[src/rtl/mld_pkg.sv]
// ============================================================================
// mld_pkg - shared definitions for the magic-length deframer
// Field widths, register map and reset values used by the deframer and
// its port checker.
// ============================================================================
package mld_pkg;

    // Field widths
    localparam int BYTE_W      = 8;
    localparam int FRAME_LEN_W = 16;
    localparam int LENGTH_BITS = 16;

    // Stream payload widths
    localparam int S_DATA_W = 8;
    localparam int M_DATA_W = 24;
    localparam int M_USER_W = 2;

    // Bit positions in the master-side tuser
    localparam int USER_FIRST = 0;
    localparam int USER_EMPTY = 1;

    // APB register map
    localparam int APB_ADDR_W = 4;
    localparam int APB_DATA_W = 32;

    localparam logic [1:0] REG_MAGIC_FIRST  = 2'd0;
    localparam logic [1:0] REG_MAGIC_SECOND = 2'd1;
    localparam logic [1:0] REG_MAX_PAYLOAD  = 2'd2;

    // Register reset values
    localparam logic [BYTE_W-1:0]      MAGIC_FIRST_RST  = 8'd148;
    localparam logic [BYTE_W-1:0]      MAGIC_SECOND_RST = 8'd195;
    localparam logic [FRAME_LEN_W-1:0] MAX_PAYLOAD_RST  = 16'd4096;

endpackage

[src/rtl/magic_length_deframer.sv]
// ============================================================================
// magic_length_deframer - sync-word / length-prefixed byte deframer
// Hunts a two-byte sync pair, reads a big-endian length, and passes the
// payload bytes out with first, last and empty-frame marks.
// ============================================================================
// Usage: the block takes one received byte per clock on the slave side while
// s_tready is high, and gives at most one result per byte on the master side in the
// cycle after the byte is taken. All header and payload decisions are one small
// state update per byte, so the sustained rate is one byte per cycle while m_tready
// keeps up. A single output register sits between the two sides: s_tready drops
// only while a result is held and m_tready is low. A header whose length exceeds
// max_payload is dropped and the three bytes behind its first sync byte are scanned
// again for a sync pair. A zero-length frame yields one result with first, last and
// empty set. The user must write registers over APB only while no frame is in
// flight, unenforced by the block; writes take effect on the next byte examined.
// ============================================================================
module magic_length_deframer #(
    parameter int LENGTH_BITS = mld_pkg::LENGTH_BITS
) (
    input  logic                            clk,
    input  logic                            rst_n,

    // Received bytes
    input  logic                            s_tvalid,
    output logic                            s_tready,
    input  logic [mld_pkg::S_DATA_W-1:0]    s_tdata,   // [7:0] rx_byte

    // Payload results
    output logic                            m_tvalid,
    input  logic                            m_tready,
    output logic [mld_pkg::M_DATA_W-1:0]    m_tdata,   // [7:0] payload_byte,
                                                       // [23:8] frame_length
    output logic                            m_tlast,   // frame_last
    output logic [mld_pkg::M_USER_W-1:0]    m_tuser,   // [0] frame_first,
                                                       // [1] frame_empty

    // Configuration
    input  logic                            psel,
    input  logic                            penable,
    input  logic                            pwrite,
    input  logic [mld_pkg::APB_ADDR_W-1:0]  paddr,
    input  logic [mld_pkg::APB_DATA_W-1:0]  pwdata,
    output logic [mld_pkg::APB_DATA_W-1:0]  prdata,
    output logic                            pready
);

    localparam int BW = mld_pkg::BYTE_W;
    localparam int FW = mld_pkg::FRAME_LEN_W;

    typedef enum logic [2:0] {
        PH_IDLE  = 3'd0,
        PH_SYNC1 = 3'd1,
        PH_LENHI = 3'd2,
        PH_LENLO = 3'd3,
        PH_DATA  = 3'd4
    } phase_t;

    // Configuration registers
    logic [BW-1:0] magic_first_reg;
    logic [BW-1:0] magic_second_reg;
    logic [FW-1:0] max_payload_reg;

    // Deframer state
    phase_t                 phase_reg, phase_next;
    logic [BW-1:0]          len_hi_reg, len_hi_next;
    logic [BW-1:0]          len_lo_reg, len_lo_next;
    logic [LENGTH_BITS-1:0] left_reg, left_next;
    logic [LENGTH_BITS-1:0] total_reg, total_next;

    // Result register
    logic          out_valid_reg;
    logic [BW-1:0] out_byte_reg;
    logic          out_first_reg;
    logic          out_last_reg;
    logic          out_empty_reg;
    logic [FW-1:0] out_len_reg;

    // Result of the current byte
    logic                   res_valid;
    logic [BW-1:0]          res_byte;
    logic                   res_first;
    logic                   res_last;
    logic                   res_empty;
    logic [LENGTH_BITS-1:0] res_len;

    logic                   in_accept;
    logic                   cfg_write;
    logic [1:0]             cfg_sel;
    logic [BW-1:0]          rx_byte;
    logic [FW-1:0]          hdr_word;
    logic [LENGTH_BITS-1:0] hdr_len;
    logic [LENGTH_BITS-1:0] left_dec;

    assign rx_byte   = s_tdata[BW-1:0];
    assign s_tready  = !out_valid_reg || m_tready;
    assign in_accept = s_tvalid && s_tready;

    // APB access
    assign pready    = 1'b1;
    assign cfg_sel   = paddr[3:2];
    assign cfg_write = psel && penable && pwrite && pready;

    always_comb
    begin
        case (cfg_sel)
            mld_pkg::REG_MAGIC_FIRST:  prdata = 32'(magic_first_reg);
            mld_pkg::REG_MAGIC_SECOND: prdata = 32'(magic_second_reg);
            mld_pkg::REG_MAX_PAYLOAD:  prdata = 32'(max_payload_reg);
            default:                   prdata = '0;
        endcase
    end

    always_ff @(posedge clk or negedge rst_n)
    begin
        if (!rst_n)
        begin
            magic_first_reg  <= mld_pkg::MAGIC_FIRST_RST;
            magic_second_reg <= mld_pkg::MAGIC_SECOND_RST;
            max_payload_reg  <= mld_pkg::MAX_PAYLOAD_RST;
        end
        else if (cfg_write)
        begin
            case (cfg_sel)
                mld_pkg::REG_MAGIC_FIRST:  magic_first_reg  <= pwdata[BW-1:0];
                mld_pkg::REG_MAGIC_SECOND: magic_second_reg <= pwdata[BW-1:0];
                mld_pkg::REG_MAX_PAYLOAD:  max_payload_reg  <= pwdata[FW-1:0];
                default:                   ;
            endcase
        end
    end

    // Header length, masked to the configured length width
    assign hdr_word = {len_hi_reg, rx_byte};
    assign hdr_len  = hdr_word[LENGTH_BITS-1:0];
    assign left_dec = (left_reg != '0) ? left_reg - 1'b1 : left_reg;

    // Per-byte state update
    always_comb
    begin
        phase_next = phase_reg;
        len_hi_next = len_hi_reg;
        len_lo_next = len_lo_reg;
        left_next   = left_reg;
        total_next  = total_reg;
        res_valid   = 1'b0;
        res_byte    = rx_byte;
        res_first   = 1'b0;
        res_last    = 1'b0;
        res_empty   = 1'b0;
        res_len     = total_reg;

        case (phase_reg)
            PH_SYNC1:
            begin
                if (rx_byte == magic_second_reg)
                    phase_next = PH_LENHI;
                else if (rx_byte == magic_first_reg)
                    phase_next = PH_SYNC1;
                else
                    phase_next = PH_IDLE;
            end

            PH_LENHI:
            begin
                len_hi_next = rx_byte;
                phase_next  = PH_LENLO;
            end

            PH_LENLO:
            begin
                len_lo_next = rx_byte;
                if (FW'(hdr_len) > max_payload_reg)
                begin
                    // Rejected header: rescan second sync, length high, length low
                    if (magic_second_reg == magic_first_reg &&
                        len_hi_reg == magic_second_reg)
                    begin
                        len_hi_next = rx_byte;
                        phase_next  = PH_LENLO;
                    end
                    else if (len_hi_reg == magic_first_reg &&
                             rx_byte == magic_second_reg)
                        phase_next = PH_LENHI;
                    else if (rx_byte == magic_first_reg)
                        phase_next = PH_SYNC1;
                    else
                        phase_next = PH_IDLE;
                end
                else
                begin
                    total_next = hdr_len;
                    left_next  = hdr_len;
                    if (hdr_len == '0)
                    begin
                        // Empty frame: one marker result
                        phase_next = PH_IDLE;
                        res_valid  = 1'b1;
                        res_byte   = '0;
                        res_first  = 1'b1;
                        res_last   = 1'b1;
                        res_empty  = 1'b1;
                        res_len    = '0;
                    end
                    else
                        phase_next = PH_DATA;
                end
            end

            PH_DATA:
            begin
                res_valid = 1'b1;
                res_first = (left_reg == total_reg);
                res_last  = (left_reg <= LENGTH_BITS'(1));
                left_next = left_dec;
                if (left_dec == '0)
                    phase_next = PH_IDLE;
            end

            default:
            begin
                phase_next = (rx_byte == magic_first_reg) ? PH_SYNC1 : PH_IDLE;
            end
        endcase
    end

    // Hold state and the result register
    always_ff @(posedge clk or negedge rst_n)
    begin
        if (!rst_n)
        begin
            phase_reg     <= PH_IDLE;
            len_hi_reg    <= '0;
            len_lo_reg    <= '0;
            left_reg      <= '0;
            total_reg     <= '0;
            out_valid_reg <= 1'b0;
        end
        else
        begin
            if (in_accept)
            begin
                phase_reg  <= phase_next;
                len_hi_reg <= len_hi_next;
                len_lo_reg <= len_lo_next;
                left_reg   <= left_next;
                total_reg  <= total_next;
            end
            if (in_accept && res_valid)
                out_valid_reg <= 1'b1;
            else if (m_tready)
                out_valid_reg <= 1'b0;
        end
    end

    // Load result payload
    always_ff @(posedge clk)
    begin
        if (in_accept && res_valid)
        begin
            out_byte_reg  <= res_byte;
            out_first_reg <= res_first;
            out_last_reg  <= res_last;
            out_empty_reg <= res_empty;
            out_len_reg   <= FW'(res_len);
        end
    end

    assign m_tvalid = out_valid_reg;
    assign m_tdata  = {out_len_reg, out_byte_reg};
    assign m_tlast  = out_last_reg;
    assign m_tuser  = {out_empty_reg, out_first_reg};

endmodule

[config.mk]
export PLATFORM = sky130hd
export DESIGN_NAME = magic_length_deframer
export DESIGN_NICKNAME = d
export VERILOG_FILES = /design/src/rtl/mld_pkg.sv /design/src/rtl/magic_length_deframer.sv
export SDC_FILE = /design/constraint.sdc
export NUM_CORES = 1
export LEC_CHECK = 0
export BUFFER_PORTS_ARGS = -buffer_cell sky130_fd_sc_hd__buf_2
export CORE_MARGIN = 2
export CORE_UTILIZATION = 56
export DETAILED_ROUTE_END_ITERATION = 8
export PLACE_DENSITY_LB_ADDON = 0.08
export RECOVER_POWER = 50
export SYNTH_ARGS = -nofsm -noshare
export SYNTH_HDL_FRONTEND = slang
export SYNTH_SLANG_ARGS = --single-unit
[constraint.sdc]
create_clock -name clk -period 4.5 [get_ports clk]
set_clock_uncertainty 0.05 [all_clocks]
set_input_delay 0.225 -clock clk [delete_from_list [all_inputs] [get_ports clk]]
set_output_delay 0.225 -clock clk [all_outputs]
set_load 0.005 [all_outputs]
==> out/results.tsv <==
stage	metric	value	unit
critical_path	critPathMaxFanout	26	
yosys	netlist_area	6100	um^2
critical_path	start_kind	register	
floorplan	die_width	108	um
place	hpwl	11.4	mm
critical_path	r2r_setup_slack	1.19	ns
floorplan	die_h	108	um
clock_network	cts_tree	yes	
critical_path	crit_path_cell_trace	ha_1 -> nand4_1 -> nor4_2 -> nor3_1 -> o31a_1 -> nor4_4 -> buf_4 -> nor2_1 -> nor2_2 -> buf_4	
grt	grt_max_degree	42	
clock_network	cts_max_level	3	
hold_path	hold_start	pwdata[2]	
clock_network	cts_buffer_depth	2	
timing	tightest_slew	2.05	ns
routing	drc	0	
power	p_leak	2.91	nW
hold_path	min_to	max_payload_reg[2]$_DFFE_PN0P_	
yosys	synth_area_leader_cell	dfrtp_1	
critical_path	critPathKind	reg -> reg	
cells_and_area	final_util	62.1	%
timing	report.final.setup_viol	0	
place	io_buffers	77	
yosys	synth-edff-count	27	
clock_network	cts_setup_buffers	0	
cells_and_area	nNetsFinal	750	
run	cap_violations	1	
routing	totalWireLength	16.1	mm
yosys	synthCells	620	
clock_network	cts_resized	0	
grt	grt_pass1_wl	25.3	mm
routing	drt_iter0_markers	294	
yosys	synth-main-ff-cell	dfrtp_1	
timing	drv_slew	37	
floorplan	ioPinCount	113	
clock_network	cts.sinks	103	
critical_path	end_kind	register	
hold_path	hold_class	in -> reg	
grt	overflow	0	
place	gp_congestion	0.906	
critical_path	reg2reg_depth	10	
grt	grt_use_total	28.9	%
place	place_area	6430	um^2
floorplan	die_area	11700	um^2
critical_path	cp_slowest_cell	dfrtp_1	
clock_network	cts_made_buffers	9	
cells_and_area	diodes	0	
grt	grt_pass1_vias	4739	
clock_network	clk_pin_slew	0.10	ns
routing	dr.pass1.iters	5	
yosys	avgSynthCellArea	9.84	um^2
critical_path	critical_path.most_common_cell	buf_4	
yosys	netlist.area_leader.share	27.9	%
timing	hold_viol_final	0	
critical_path	reg2reg_to	out_byte_reg[1]$_DFFE_PP_	
cells_and_area	drive_gt1_share	18.1	%
timing	setup-tns-final	0	ns
yosys	synth_cell_types	70	
clock_network	clk_latency	0.40	ns
yosys	synth_async_sr_flop_share	73.8	%
yosys	seq_area_frac_synth	44.6	%
run_status	failed_checks	capacitance limit, slew limit	
cells_and_area	nFillCells	939	
floorplan	coreArea	10700	um^2
timing	fin_crit_sh	73.5	%
critical_path	r2r_start	len_hi_reg[6]$_DFFE_PN0P_	
grt	antenna_found_initial	0	
critical_path	cpPeakStageDelay	0.55	ns
routing	detail_route.wl_per_cell	19.5	um
hold_path	holdPathStages	3	
cells_and_area	finalInstanceArea	6680	um^2
cells_and_area	area_growth	9.46	%
clock_network	holdBufCountCts	9	
critical_path	worstPathArrival	3.32	ns
cells_and_area	layout_common_cells	nand2_1 (89), dfrtp_1 (68), buf_2 (55)	
floorplan	initial_core_util	56.8	%
routing	via_per_inst	5.89	
power	power_density	343	nW/um^2
yosys	synthTopCellsByArea	dfrtp_1 (28%), edfxtp_1 (13%), nand2_1 (5.5%), xnor2_1 (4.6%), ha_1 (3.9%)	
cells_and_area	final_cells	825	
cells_and_area	mostFrequentLayoutCell	nand2_1	
routing	via_count	4859	
timing	max-slew-margin-rel	-36.5	%
critical_path	required	4.52	ns
timing	grt_setup_unrepaired	no	
timing	max_freq	302	MHz
power	peakVddDrop	0.285	mV
routing	ant_nets	0	
yosys	synth-seq-cells	103	
run_status	outcome	complete, but fails checks	
yosys	ys.warnings.count	0	
timing	min_period	3.31	ns
clock_network	cts_root_buf	clkbuf_8	
place	post-place-cells	800	
floorplan	num_rows	38	
## report_power, final
part / total, mW / leakage [nW] / switching, mW / internal (mW)
combinational: 0.486 / 1.58 / 0.267 / 0.219
sequential: 1.19 / 1.24 / 0.136 / 1.05
clock: 0.614 / 0.0965 / 0.348 / 0.266
total: 2.29 / 2.91 / 0.751 / 1.54
## final cells by class
| cell class | instances | area, um^2 | area share [%] |
|---|---|---|---|
| clock buffer | 11 | 131 | 1.97 |
| sequential | 103 | 2720 | 40.8 |
| inverter | 20 | 75.1 | 1.12 |
| tap | 140 | 175 | 2.62 |
| clock inverter | 5 | 66.3 | 0.993 |
| timing repair buffer | 92 | 488 | 7.31 |
| multi-input combinational | 454 | 3020 | 45.2 |
## worst max path at each step
stage                     depth (start not counted)  slack (ns)                            start                        end
after global routing                              3        1.03                            rst_n    left_reg[6]$_DFFE_PN0P_
after floorplan                                  10        0.86  max_payload_reg[12]$_DFFE_PN1P_          m_tlast$_DFFE_PP_
final                                            10        1.19        len_hi_reg[6]$_DFFE_PN0P_  out_byte_reg[1]$_DFFE_PP_
after detailed placement                         10        1.23        len_hi_reg[6]$_DFFE_PN0P_  out_byte_reg[1]$_DFFE_PP_
after CTS                                        10        1.20        len_hi_reg[6]$_DFFE_PN0P_   out_len_reg[3]$_DFFE_PP_
after global placement                           10        1.32        len_hi_reg[6]$_DFFE_PN0P_  out_byte_reg[1]$_DFFE_PP_
## critical path, delay by kind of cell (launching register included)
kind / cells / cell delay, ns
AOI/OAI and AO/OA: 1 / 0.19
and+or+nand+nor: 6 / 1.12
adders and majority gates: 1 / 0.40
buffers and inverters: 2 / 0.64
DFF: 1 / 0.55
## cell usage after synthesis (all sizes together) (2+ instances only)
cell type	n
ha	19
o41ai	2
o2111ai	2
mux2i	11
o211ai	4
nor3	20
or2	2
o21ai	40
nor2	29
nand3b	2
a21boi	2
nor4	14
nor3b	4
xor2	9
xnor2	32
and2	10
dfrtp	68
edfxtp	27
nand2b	3
a22oi	4
clkbuf	27
o22ai	8
and3	10
o311ai	4
a22o	5
buf	31
mux2	27
o31ai	2
nor2b	19
conb	2
inv	20
nand4	20
a21oi	17
dfstp	8
nand2	91
nand3	11
## kinds of logic (layout without fill, tap and decap cells)
| group | count (synthesis) | count (layout) | share of synthesized area (%) |
|---|---|---|---|
| xor+xnor | 41 | 41 | 5.89 |
| fa+ha+maj | 19 | 19 | 3.90 |
| simple gates | 238 | 238 | 20.7 |
| buf+inv | 78 | 128 | 6.91 |
| mux | 38 | 38 | 6.91 |
| compound gates | 101 | 101 | 10.9 |
| other cells | 2 | 17 | 0.123 |
| flops | 103 | 103 | 44.6 |
## per-stage QoR
| stage | setup WS (ns) | hold slack, ns | total power [mW] |
|---|---|---|---|
| after floorplan | 0.860 | -0.121 | 1.53 |
| after global placement | 1.32 | 0.316 | 1.66 |
| after detailed placement | 1.23 | 0.332 | 1.68 |
| after CTS | 1.20 | 0.00878 | 2.30 |
| after global routing | 1.03 | 0.0216 | 2.41 |
| final | 1.19 | 0.0139 | 2.29 |
## metal layers
| metal | vias to the layer above | global-route usage [%] | wire length, um |
|---|---|---|---|
| li1 | 2268 | - | - |
| met1 | 2367 | 36.8 | 6690 |
| met2 | 183 | 46.7 | 7820 |
| met3 | 41 | 6.27 | 973 |
| met4 | 0 | 14.5 | 586 |
| met5 | - | 0 | 0 |
No activity file was read; power rests on OpenSTA's default activity.
